## config.mk

```make
export PLATFORM = sky130hd
export DESIGN_NAME = linked_list_node_pool_manager_unit
export DESIGN_NICKNAME = d
export VERILOG_FILES = /design/src/hw/rtl/llnpm_pkg.sv /design/src/hw/rtl/linked_list_node_pool_manager_unit.sv /design/src/hw/rtl/llnpm_dpath.sv /design/src/hw/rtl/llnpm_ctrl.sv
export SDC_FILE = /design/constraint.sdc
export NUM_CORES = 2
export LEC_CHECK = 0
export BUFFER_PORTS_ARGS = -buffer_cell sky130_fd_sc_hd__buf_4
export CORE_MARGIN = 5
export CORE_UTILIZATION = 60
export CTS_CLUSTER_DIAMETER = 200
export DETAILED_ROUTE_END_ITERATION = 6
export PLACE_DENSITY = 0.76
export SLEW_MARGIN = 25
export SYNTH_ARGS = -nofsm -noshare
export SYNTH_HDL_FRONTEND = slang
export SYNTH_HIERARCHICAL = 1
export SYNTH_SLANG_ARGS = --single-unit
```

## constraint.sdc

```tcl
create_clock -name clk -period 7.7 [get_ports clk]
set_clock_uncertainty 0.05 [all_clocks]
set_input_delay 0 -clock clk [delete_from_list [all_inputs] [get_ports clk]]
set_output_delay 0 -clock clk [all_outputs]
set_load 0.03 [all_outputs]
```

## src/hw/rtl/llnpm_pkg.sv

```systemverilog
`default_nettype none
package llnpm_pkg;

  localparam int DATA_W         = 32;
  localparam int CMD_W          = 3;
  localparam int STATUS_W       = 2;
  localparam int POOL_NODES_DEF = 64;
  localparam int STOCK_DEPTH_DEF = 64;

  localparam logic [CMD_W-1:0] CMD_CLEAR    = 3'd0;
  localparam logic [CMD_W-1:0] CMD_INS_HEAD = 3'd1;
  localparam logic [CMD_W-1:0] CMD_INS_TAIL = 3'd2;
  localparam logic [CMD_W-1:0] CMD_REMOVE   = 3'd3;
  localparam logic [CMD_W-1:0] CMD_LIST     = 3'd4;

  localparam logic [STATUS_W-1:0] ST_OK    = 2'd0;
  localparam logic [STATUS_W-1:0] ST_EMPTY = 2'd1;
  localparam logic [STATUS_W-1:0] ST_FULL  = 2'd2;

  // Commands from the controller to the datapath.
  typedef struct packed {
    logic                latch_in;
    logic                clear;
    logic                alloc_pop;
    logic                alloc_fresh;
    logic                load_from_stock;
    logic                write_node;
    logic                next_head;
    logic                set_head_node;
    logic                walk_start;
    logic                walk_step;
    logic                link;
    logic                rem_read;
    logic                rem_update;
    logic                list_start;
    logic                list_emit;
    logic                emit_result;
    logic [STATUS_W-1:0] emit_status;
  } dp_cmd_t;

  // Status from the datapath to the controller.
  typedef struct packed {
    logic head_null;
    logic stock_empty;
    logic fresh_avail;
    logic walk_stop;
    logic list_last;
    logic out_free;
  } dp_sts_t;

endpackage
`default_nettype wire

```

## src/hw/rtl/linked_list_node_pool_manager_unit.sv

```systemverilog
`default_nettype none
// Linked list of 32-bit values kept in a fixed pool of POOL_NODES nodes.
// Input channel (in_valid/in_ready) carries command and value_in; a transfer
// happens when both are high. Commands: clear, insert at head, insert at
// tail, remove head, list all. Output channel (out_valid/out_ready) carries
// status, value_out and last; every command gives one result with last set,
// except list, which gives one result per element with last on the final
// one. Unknown command codes are consumed with no result.
// From input transfer to the result being loaded: clear and an empty
// remove or list go straight to emission; a head insert allocates a node
// (with an extra wait state when it comes from the recycled stack), writes
// it and emits; a tail insert also walks the list node by node before it
// links; remove reads the head node, then updates the head; list reads the
// head and then shows one element per cycle while the output is free. The
// walks are bound by the single read port of the node memory.
// Only one command is worked on at a time, but the output register lets the
// next command be taken while a finished result still waits. When the
// receiver stalls, the block finishes the command and holds its result;
// a list simply pauses. Reset empties the list and returns the whole pool
// and the recycled stack to the unused state; memories need no clearing.
module linked_list_node_pool_manager_unit #(
  parameter int POOL_NODES  = llnpm_pkg::POOL_NODES_DEF,
  parameter int STOCK_DEPTH = llnpm_pkg::STOCK_DEPTH_DEF
) (
  input  wire                                 clk,
  input  wire                                 rst,
  input  wire                                 in_valid,
  output logic                                in_ready,
  input  wire  [llnpm_pkg::CMD_W-1:0]         command,
  input  wire  signed [llnpm_pkg::DATA_W-1:0] value_in,
  output logic                                out_valid,
  input  wire                                 out_ready,
  output logic [llnpm_pkg::STATUS_W-1:0]      status,
  output logic signed [llnpm_pkg::DATA_W-1:0] value_out,
  output logic                                last
);

  // Command and status bundles between the sequencer and the datapath.
  llnpm_pkg::dp_cmd_t cmd;
  llnpm_pkg::dp_sts_t sts;

  // The controller decodes each accepted command and steps through
  // allocation, list walks and result emission.
  llnpm_ctrl u_ctrl (
    .clk      (clk),
    .rst      (rst),
    .in_valid (in_valid),
    .in_ready (in_ready),
    .command  (command),
    .sts      (sts),
    .cmd      (cmd)
  );

  // The datapath holds the node memories, the recycled-index stack, the
  // head pointer and counters, and the output register.
  llnpm_dpath #(
    .POOL_NODES  (POOL_NODES),
    .STOCK_DEPTH (STOCK_DEPTH)
  ) u_dpath (
    .clk       (clk),
    .rst       (rst),
    .value_in  (value_in),
    .cmd       (cmd),
    .sts       (sts),
    .out_valid (out_valid),
    .out_ready (out_ready),
    .status    (status),
    .value_out (value_out),
    .last      (last)
  );

endmodule
`default_nettype wire

```

## src/hw/rtl/llnpm_dpath.sv

```systemverilog
`default_nettype none
module llnpm_dpath #(
  parameter int POOL_NODES  = llnpm_pkg::POOL_NODES_DEF,
  parameter int STOCK_DEPTH = llnpm_pkg::STOCK_DEPTH_DEF
) (
  input  wire                                 clk,
  input  wire                                 rst,
  input  wire  signed [llnpm_pkg::DATA_W-1:0] value_in,
  input  wire  llnpm_pkg::dp_cmd_t            cmd,
  output llnpm_pkg::dp_sts_t                  sts,
  output logic                                out_valid,
  input  wire                                 out_ready,
  output logic [llnpm_pkg::STATUS_W-1:0]      status,
  output logic signed [llnpm_pkg::DATA_W-1:0] value_out,
  output logic                                last
);

  localparam int AW  = $clog2(POOL_NODES);
  localparam int IW  = $clog2(POOL_NODES + 1);
  localparam int SAW = $clog2(STOCK_DEPTH);
  localparam int SCW = $clog2(STOCK_DEPTH + 1);
  localparam logic [IW-1:0]  NULL_IDX   = IW'(POOL_NODES);
  localparam logic [IW-1:0]  LAST_CNT   = IW'(POOL_NODES - 1);
  localparam logic [SCW-1:0] STOCK_FULL = SCW'(STOCK_DEPTH);

  logic [llnpm_pkg::DATA_W-1:0] node_value_mem [POOL_NODES];
  logic [IW-1:0]                node_next_mem  [POOL_NODES];
  logic [AW-1:0]                stock_mem      [STOCK_DEPTH];

  logic [IW-1:0]                head;
  logic [SCW-1:0]               stock_count;
  logic [IW-1:0]                fresh_count;
  logic [AW-1:0]                node_n;
  logic [AW-1:0]                cur;
  logic [IW-1:0]                cnt;
  logic [llnpm_pkg::DATA_W-1:0] val_q;
  logic [llnpm_pkg::DATA_W-1:0] rd_value;
  logic [IW-1:0]                rd_next;
  logic [AW-1:0]                stk_rd;

  logic                         rd_en;
  logic [AW-1:0]                rd_addr;
  logic                         nx_wr_en;
  logic [AW-1:0]                nx_wr_addr;
  logic [IW-1:0]                nx_wr_data;
  logic [SCW-1:0]               stock_dec;
  logic                         stock_room;
  logic                         out_load;

  assign stock_dec  = stock_count - SCW'(1);
  assign stock_room = stock_count < STOCK_FULL;
  assign out_load   = cmd.emit_result | cmd.list_emit;

  assign sts.head_null   = head >= NULL_IDX;
  assign sts.stock_empty = stock_count == '0;
  assign sts.fresh_avail = fresh_count < NULL_IDX;
  assign sts.walk_stop   = (cnt >= NULL_IDX) || (rd_next >= NULL_IDX);
  assign sts.list_last   = (cnt == LAST_CNT) || (rd_next >= NULL_IDX);
  assign sts.out_free    = !out_valid || out_ready;

  always_comb begin
    rd_addr = head[AW-1:0];
    if (cmd.walk_step || cmd.list_emit) begin
      rd_addr = rd_next[AW-1:0];
    end
    rd_en = cmd.walk_start | cmd.walk_step | cmd.rem_read | cmd.list_start |
            (cmd.list_emit & !sts.list_last);
    nx_wr_en   = cmd.write_node | cmd.link;
    nx_wr_addr = cmd.link ? cur : node_n;
    if (cmd.link) begin
      nx_wr_data = IW'(node_n);
    end else if (cmd.next_head) begin
      nx_wr_data = head;
    end else begin
      nx_wr_data = NULL_IDX;
    end
  end

  // Node pool: one read port and one write port.
  always_ff @(posedge clk) begin
    if (rd_en) begin
      rd_value <= node_value_mem[rd_addr];
      rd_next  <= node_next_mem[rd_addr];
    end
    if (cmd.write_node) begin
      node_value_mem[node_n] <= val_q;
    end
    if (nx_wr_en) begin
      node_next_mem[nx_wr_addr] <= nx_wr_data;
    end
  end

  // Stack of recycled node indices.
  always_ff @(posedge clk) begin
    if (cmd.alloc_pop) begin
      stk_rd <= stock_mem[stock_dec[SAW-1:0]];
    end
    if (cmd.rem_update && stock_room) begin
      stock_mem[stock_count[SAW-1:0]] <= head[AW-1:0];
    end
  end

  always_ff @(posedge clk) begin
    if (rst) begin
      head        <= NULL_IDX;
      stock_count <= '0;
      fresh_count <= '0;
      out_valid   <= 1'b0;
    end else begin
      if (cmd.clear) begin
        head <= NULL_IDX;
      end else if (cmd.set_head_node) begin
        head <= IW'(node_n);
      end else if (cmd.rem_update) begin
        head <= (rd_next < NULL_IDX) ? rd_next : NULL_IDX;
      end

      if (cmd.clear) begin
        stock_count <= '0;
      end else if (cmd.alloc_pop) begin
        stock_count <= stock_dec;
      end else if (cmd.rem_update && stock_room) begin
        stock_count <= stock_count + SCW'(1);
      end

      if (cmd.clear) begin
        fresh_count <= '0;
      end else if (cmd.alloc_fresh) begin
        fresh_count <= fresh_count + IW'(1);
      end

      if (out_load) begin
        out_valid <= 1'b1;
      end else if (out_ready) begin
        out_valid <= 1'b0;
      end
    end
  end

  always_ff @(posedge clk) begin
    if (cmd.latch_in) begin
      val_q <= value_in;
    end
    if (cmd.alloc_fresh) begin
      node_n <= fresh_count[AW-1:0];
    end else if (cmd.load_from_stock) begin
      node_n <= stk_rd;
    end
    if (cmd.walk_start) begin
      cur <= head[AW-1:0];
    end else if (cmd.walk_step) begin
      cur <= rd_next[AW-1:0];
    end
    if (cmd.walk_start) begin
      cnt <= IW'(1);
    end else if (cmd.list_start) begin
      cnt <= '0;
    end else if (cmd.walk_step || cmd.list_emit) begin
      cnt <= cnt + IW'(1);
    end
    if (cmd.emit_result) begin
      status    <= cmd.emit_status;
      value_out <= '0;
      last      <= 1'b1;
    end else if (cmd.list_emit) begin
      status    <= llnpm_pkg::ST_OK;
      value_out <= rd_value;
      last      <= sts.list_last;
    end
  end

  a_stock_bound: assert property (@(posedge clk) disable iff (rst)
    stock_count <= STOCK_FULL)
    else $error("stock count beyond stack depth");

  a_fresh_bound: assert property (@(posedge clk) disable iff (rst)
    fresh_count <= NULL_IDX)
    else $error("fresh count beyond pool size");

  a_head_range: assert property (@(posedge clk) disable iff (rst)
    head <= NULL_IDX)
    else $error("head index out of range");

  a_no_overwrite: assert property (@(posedge clk) disable iff (rst)
    out_load |-> sts.out_free)
    else $error("output register loaded while a result is pending");

endmodule
`default_nettype wire

```

## src/hw/rtl/llnpm_ctrl.sv

```systemverilog
`default_nettype none
module llnpm_ctrl (
  input  wire                           clk,
  input  wire                           rst,
  input  wire                           in_valid,
  output logic                          in_ready,
  input  wire  [llnpm_pkg::CMD_W-1:0]   command,
  input  wire  llnpm_pkg::dp_sts_t      sts,
  output llnpm_pkg::dp_cmd_t            cmd
);

  localparam logic [3:0] S_IDLE       = 4'd0;
  localparam logic [3:0] S_ALLOC      = 4'd1;
  localparam logic [3:0] S_ALLOC_WAIT = 4'd2;
  localparam logic [3:0] S_WRITE      = 4'd3;
  localparam logic [3:0] S_WALK       = 4'd4;
  localparam logic [3:0] S_REM_RD     = 4'd5;
  localparam logic [3:0] S_REM_UPD    = 4'd6;
  localparam logic [3:0] S_LIST_RD    = 4'd7;
  localparam logic [3:0] S_LIST_OUT   = 4'd8;
  localparam logic [3:0] S_EMIT       = 4'd9;

  logic [3:0]                      state;
  logic [3:0]                      state_next;
  logic                            is_tail;
  logic                            is_tail_next;
  logic [llnpm_pkg::STATUS_W-1:0]  res_status;
  logic [llnpm_pkg::STATUS_W-1:0]  res_status_next;

  assign in_ready = state == S_IDLE;

  always_comb begin
    state_next          = state;
    is_tail_next        = is_tail;
    res_status_next     = res_status;
    cmd.emit_status     = res_status;
    cmd.latch_in        = 1'b0;
    cmd.clear           = 1'b0;
    cmd.alloc_pop       = 1'b0;
    cmd.alloc_fresh     = 1'b0;
    cmd.load_from_stock = 1'b0;
    cmd.write_node      = 1'b0;
    cmd.next_head       = 1'b0;
    cmd.set_head_node   = 1'b0;
    cmd.walk_start      = 1'b0;
    cmd.walk_step       = 1'b0;
    cmd.link            = 1'b0;
    cmd.rem_read        = 1'b0;
    cmd.rem_update      = 1'b0;
    cmd.list_start      = 1'b0;
    cmd.list_emit       = 1'b0;
    cmd.emit_result     = 1'b0;
    case (state)
      S_IDLE: begin
        if (in_valid) begin
          cmd.latch_in = 1'b1;
          is_tail_next = command == llnpm_pkg::CMD_INS_TAIL;
          case (command)
            llnpm_pkg::CMD_CLEAR: begin
              cmd.clear       = 1'b1;
              res_status_next = llnpm_pkg::ST_OK;
              state_next      = S_EMIT;
            end
            llnpm_pkg::CMD_INS_HEAD, llnpm_pkg::CMD_INS_TAIL: begin
              state_next = S_ALLOC;
            end
            llnpm_pkg::CMD_REMOVE: begin
              if (sts.head_null) begin
                res_status_next = llnpm_pkg::ST_EMPTY;
                state_next      = S_EMIT;
              end else begin
                state_next = S_REM_RD;
              end
            end
            llnpm_pkg::CMD_LIST: begin
              if (sts.head_null) begin
                res_status_next = llnpm_pkg::ST_EMPTY;
                state_next      = S_EMIT;
              end else begin
                state_next = S_LIST_RD;
              end
            end
            default: begin
              state_next = S_IDLE;
            end
          endcase
        end
      end
      S_ALLOC: begin
        if (!sts.stock_empty) begin
          cmd.alloc_pop = 1'b1;
          state_next    = S_ALLOC_WAIT;
        end else if (sts.fresh_avail) begin
          cmd.alloc_fresh = 1'b1;
          state_next      = S_WRITE;
        end else begin
          res_status_next = llnpm_pkg::ST_FULL;
          state_next      = S_EMIT;
        end
      end
      S_ALLOC_WAIT: begin
        cmd.load_from_stock = 1'b1;
        state_next          = S_WRITE;
      end
      S_WRITE: begin
        cmd.write_node  = 1'b1;
        cmd.next_head   = !is_tail;
        res_status_next = llnpm_pkg::ST_OK;
        if (!is_tail || sts.head_null) begin
          cmd.set_head_node = 1'b1;
          state_next        = S_EMIT;
        end else begin
          cmd.walk_start = 1'b1;
          state_next     = S_WALK;
        end
      end
      S_WALK: begin
        if (sts.walk_stop) begin
          cmd.link   = 1'b1;
          state_next = S_EMIT;
        end else begin
          cmd.walk_step = 1'b1;
        end
      end
      S_REM_RD: begin
        cmd.rem_read = 1'b1;
        state_next   = S_REM_UPD;
      end
      S_REM_UPD: begin
        cmd.rem_update  = 1'b1;
        res_status_next = llnpm_pkg::ST_OK;
        state_next      = S_EMIT;
      end
      S_LIST_RD: begin
        cmd.list_start = 1'b1;
        state_next     = S_LIST_OUT;
      end
      S_LIST_OUT: begin
        if (sts.out_free) begin
          cmd.list_emit = 1'b1;
          if (sts.list_last) begin
            state_next = S_IDLE;
          end
        end
      end
      S_EMIT: begin
        if (sts.out_free) begin
          cmd.emit_result = 1'b1;
          state_next      = S_IDLE;
        end
      end
      default: begin
        state_next = S_IDLE;
      end
    endcase
  end

  always_ff @(posedge clk) begin
    if (rst) begin
      state <= S_IDLE;
    end else begin
      state <= state_next;
    end
  end

  always_ff @(posedge clk) begin
    is_tail    <= is_tail_next;
    res_status <= res_status_next;
  end

endmodule
`default_nettype wire

```

==> Flow_metrics.wiki <==
{| class="wikitable"
! Metric !! Value
|-
| Die footprint || around 0.21 mm2
|-
| Core Area || between 0.2 and 0.25 mm2
|-
| Sequential share of power || roughly 51%
|-
| Reg2reg setup slack || 1.92 ns
|-
| Basic-gate share of the synthesized area counting and, or, nand and nor cells || a little under 5%
|-
| Net Count, Synth || between 6,000 and 7,000
|-
| Total gr overflow || 0
|-
| Hold crit path type || input port to flip-flop
|-
| Slew margin rel. || between 10% and 20%
|-
| Total Nets Final || approximately 6,900
|-
| Endpoint of the worst-slack reg-to-reg timing path || u_dpath/rd_value[6]
|-
| Worst Path Arrival || ~6.4 ns
|-
| Post-detailed-routing wire length || between 300,000 and 400,000 um
|-
| Net switching component of the power || 8.60 mW
|-
| Number of global-route vias before repair || about 68,000
|-
| Total track usage || a little under a third
|-
| Final worst path period share || 75.1%
|-
| XOR/XNOR Fraction of Synth Area || less than 1%
|-
| Total via count after detailed routing || slightly below 70,000
|-
| Routed len/inst || 34.1 um
|-
| Power share of the combinational group || a little under a tenth
|-
| Power per cell area || 270 mW/mm2
|-
| Placed cells || between 9,000 and 10,000
|-
| CTS Sinks || slightly above 3,000
|-
| Maximum clock frequency || between 0.15 and 0.2 GHz
|-
| Sort of element at the end of the critical path || flip-flop
|-
| Clock root cell || sky130_fd_sc_hd__clkbuf_16
|-
| Count of routing violations after the opening detailed-route iteration || roughly 11,000
|-
| Number of flops mapped to enable cells by yosys || a little under 3,000
|-
| Clock transition at the registers of the reported paths || about 0.060 ns
|-
| Cell Int Power || 28.1 mW
|-
| Adder-cell share of the synthesized area || less than 1%
|-
| Unrepaired setup endpoints after global routing || no
|-
| Proportion of synthesized area in mux cells || 13.2%
|-
| CTS resizes || 0
|-
| Post-Synthesis Mean Instance Area || around 18 um2
|-
| Starting Density || about 60%
|-
| Global placer's final weighted congestion || between 0.8 and 0.9
|-
| Count of buffers added by post-CTS timing repair for setup || 0
|-
| Leading cell type in the layout, fill and taps excluded || sky130_fd_sc_hd__edfxtp_1
|-
| Seq cells post-synth || 3,040
|-
| Worst setup margin || approximately 1.9 ns
|-
| Share of final-layout standard cells stronger than drive strength 1 || between 10% and 20%
|-
| Commonest cells after routing, fill and taps aside || sky130_fd_sc_hd__edfxtp_1, sky130_fd_sc_hd__mux2i_1, sky130_fd_sc_hd__mux4_2
|-
| Status || finished, violations left
|-
| Total of hold buffers inserted after clock tree synthesis || 78
|-
| Final Critical Period || roughly 5.8 ns
|-
| Dominant combinational cell family by area after synthesis || multiplexers
|-
| Number of H-tree levels || 5
|-
| Leakage power figure || between 40 and 50 nW
|-
| Longest Clk Path Bufs || 4
|-
| Global-route wire length before repair || roughly 480,000 um
|-
| Number of rows in the core area || about 160
|-
| Worst Hold End || u_ctrl/state[1]
|-
| Hold Path Depth || 5
|-
| Prevailing post-synth register cell || sky130_fd_sc_hd__edfxtp_1
|-
| Fin cells || just under 10,000
|-
| Required time at the worst-slack endpoint || 8.30 ns
|-
| FFs w/ async S/R, synth || 0%
|-
| Worst VDD drop || 0.000281 V
|-
| Max-cap violations || 0
|-
| Total iterations of the first detailed-routing run || 7
|-
| Post-synthesis to final-layout area growth || 12.6%
|-
| Final hold violation count || 0
|-
| Horizontal extent of the die || approximately 460 um
|-
| Count of input and output buffers || 75
|-
| Reg-to-reg startpoint || u_ctrl/state[3]
|-
| Switch share || a little under a quarter
|-
| Sequential element share of the synthesized area || approximately three quarters
|-
| Worst-path maximum fanout || 24
|-
| Number of library cell types mapped by synthesis || 68
|-
| Actual transition at the worst max-transition pin || around 1.2 ns
|-
| Pins over their slew limit || 0
|-
| Setup TNS || 0 ns
|-
| TritonCTS clock tree || built
|-
| Critical Setup Path Class || flip-flop to flip-flop
|-
| Violations in the final reports || DRC
|-
| Post-synthesis cell count || about 6,600
|-
| Clock latency on the worst-skew pair || approximately 0.96 ns
|-
| Boundary Pins || 76
|-
| Post-detail-place hpwl || about 180,000 um
|-
| CP Launch Type || flip-flop
|-
| Fraction of the mapped netlist area in compound gates || under 10%
|-
| Yosys warnings || 6
|-
| Die height || roughly 460 um
|-
| Number of cell instances on the worst register-to-register path || 11
|-
| Final routed DRC violation total || 2
|-
| Number of failing setup endpoints in the final timing report || 0
|-
| Post-route ant nets || 0
|-
| Start point of the worst min-delay path || command[2]
|-
| Maximum number of pins on one net before global-route repair || between 150 and 200
|-
| Setup slack at placement || approximately 2.1 ns
|-
| Post-synthesis instance area || approximately 0.12 mm2
|-
| Per-cell via count in the routed design || slightly above 7
|-
| Antenna violations before repair || 16
|-
| Clock network power share || approximately two fifths
|-
| Number of clock buffers inserted by TritonCTS || ~320
|}
==> worst max-delay path, cell delays in order (launching register included) <==
cell and delay, ns:
sky130_fd_sc_hd__dfxtp_1 0.68, sky130_fd_sc_hd__nor3b_1 0.48, sky130_fd_sc_hd__nand2_1 0.16, sky130_fd_sc_hd__nor2_4 0.47, sky130_fd_sc_hd__nor3b_4 0.15, sky130_fd_sc_hd__nor2_4 0.82
sky130_fd_sc_hd__buf_12 0.32, sky130_fd_sc_hd__buf_4 0.37, sky130_fd_sc_hd__mux4_2 0.54, sky130_fd_sc_hd__a22o_1 0.25, sky130_fd_sc_hd__nor4_1 1.00, sky130_fd_sc_hd__nand3_1 0.15
==> sequential cells by signal (all words and copies together) (netlist names), 7 cells and up <==
| name | count |
|---|---|
| u_dpath/rd_next | 7 |
| u_dpath/rd_value | 32 |
| u_dpath/node_value_mem | 2048 |
| u_dpath/head | 7 |
| u_dpath/stock_mem | 384 |
| u_dpath/node_next_mem | 448 |
| u_dpath/val_q | 32 |
| u_dpath/value_out | 32 |
| u_dpath/stock_count | 7 |
| u_dpath/fresh_count | 7 |
| u_dpath/cnt | 7 |
==> power groups by stage <==
stage	Sequential [mW]	Clock, mW	Combinational, mW
3_5_place_dp	19.0	0	3.24
4_1_cts	18.7	14.8	3.31
6_report	18.7	14.7	3.39
3_3_place_gp	19.0	0	3.18
2_1_floorplan	19.3	0	1.67
5_1_grt	18.7	15.5	3.52
==> how the worst max path moves through the flow <==
stage,startpoint,end,depth (start not counted)
detailed placement,u_ctrl/state[3],u_dpath/rd_value[6],11
global route,u_ctrl/state[3],u_dpath/rd_value[6],11
finish,u_ctrl/state[3],u_dpath/rd_value[6],11
global placement,u_ctrl/state[3],u_dpath/rd_value[31],11
floorplan,u_dpath/head[0],u_dpath/node_next_mem[0][0],6
CTS,u_ctrl/state[3],u_dpath/rd_value[6],11
==> synthesized netlist by cell type (59+ instances only) <==
| library cell | number | area, um2 |
|---|---|---|
| sky130_fd_sc_hd__a211oi_1 | 170 | 1280 |
| sky130_fd_sc_hd__a21oi_1 | 75 | 375 |
| sky130_fd_sc_hd__a22o_1 | 62 | 543 |
| sky130_fd_sc_hd__a22oi_1 | 108 | 811 |
| sky130_fd_sc_hd__a31oi_1 | 134 | 838 |
| sky130_fd_sc_hd__and3_1 | 170 | 1060 |
| sky130_fd_sc_hd__buf_2 | 128 | 641 |
| sky130_fd_sc_hd__clkbuf_1 | 233 | 875 |
| sky130_fd_sc_hd__dfxtp_1 | 66 | 1320 |
| sky130_fd_sc_hd__edfxtp_1 | 2974 | 89300 |
| sky130_fd_sc_hd__mux2i_1 | 603 | 6040 |
| sky130_fd_sc_hd__mux4_2 | 432 | 9730 |
| sky130_fd_sc_hd__nand2_1 | 318 | 1190 |
| sky130_fd_sc_hd__nor2_1 | 449 | 1690 |
| sky130_fd_sc_hd__nor4_1 | 86 | 538 |
| sky130_fd_sc_hd__o211ai_1 | 59 | 443 |
| sky130_fd_sc_hd__o32ai_1 | 79 | 692 |
==> cell families (layout without fill, tap and decap cells) <==
kind of cell / Yosys count / after routing
other: 0 / 7
AND/OR/NAND/NOR: 1249 / 1249
flip-flops: 3040 / 3040
adder cells (fa/ha/maj): 5 / 5
XOR/XNOR: 23 / 23
buffers and inverters: 450 / 919
multiplexers: 1055 / 1055
AO/OA/AOI/OAI: 812 / 812
==> stage by stage <==
stage / power (mW) / utilization, % / instance area [um2] / hold WS [ns]
after global placement: 22.2 / 62.7 / 125000 / 0.130
after detailed placement: 22.3 / 62.8 / 126000 / 0.130
final: 36.7 / 68.1 / 136000 / 0.104
after global routing: 37.7 / 68.1 / 136000 / 0.104
after floorplan: 21.0 / - / 121000 / 0.0191
after CTS: 36.8 / 68.0 / 136000 / 0.00780
==> layout make-up <==
type                            instances  area [um2]
Sequential cell                      3040       90600
Fill cell                           12151       63900
Multi-Input combinational cell       3144       29100
Clock buffer                          391        8420
Tap cell                             2656        3320
Timing Repair Buffer                  361        3230
Clock inverter                        149        1310
Inverter                               18        67.6
Antenna cell                            7        17.5
==> layer usage <==
metal | part of all wire (%) | GRT usage [%]
met1 | 35 | 42.5
met2 | 46 | 48.3
met3 | 14 | 8.81
met4 | 5.0 | 13.8
met5 | 0.017 | 0
(Power assumes the default switching activity.)
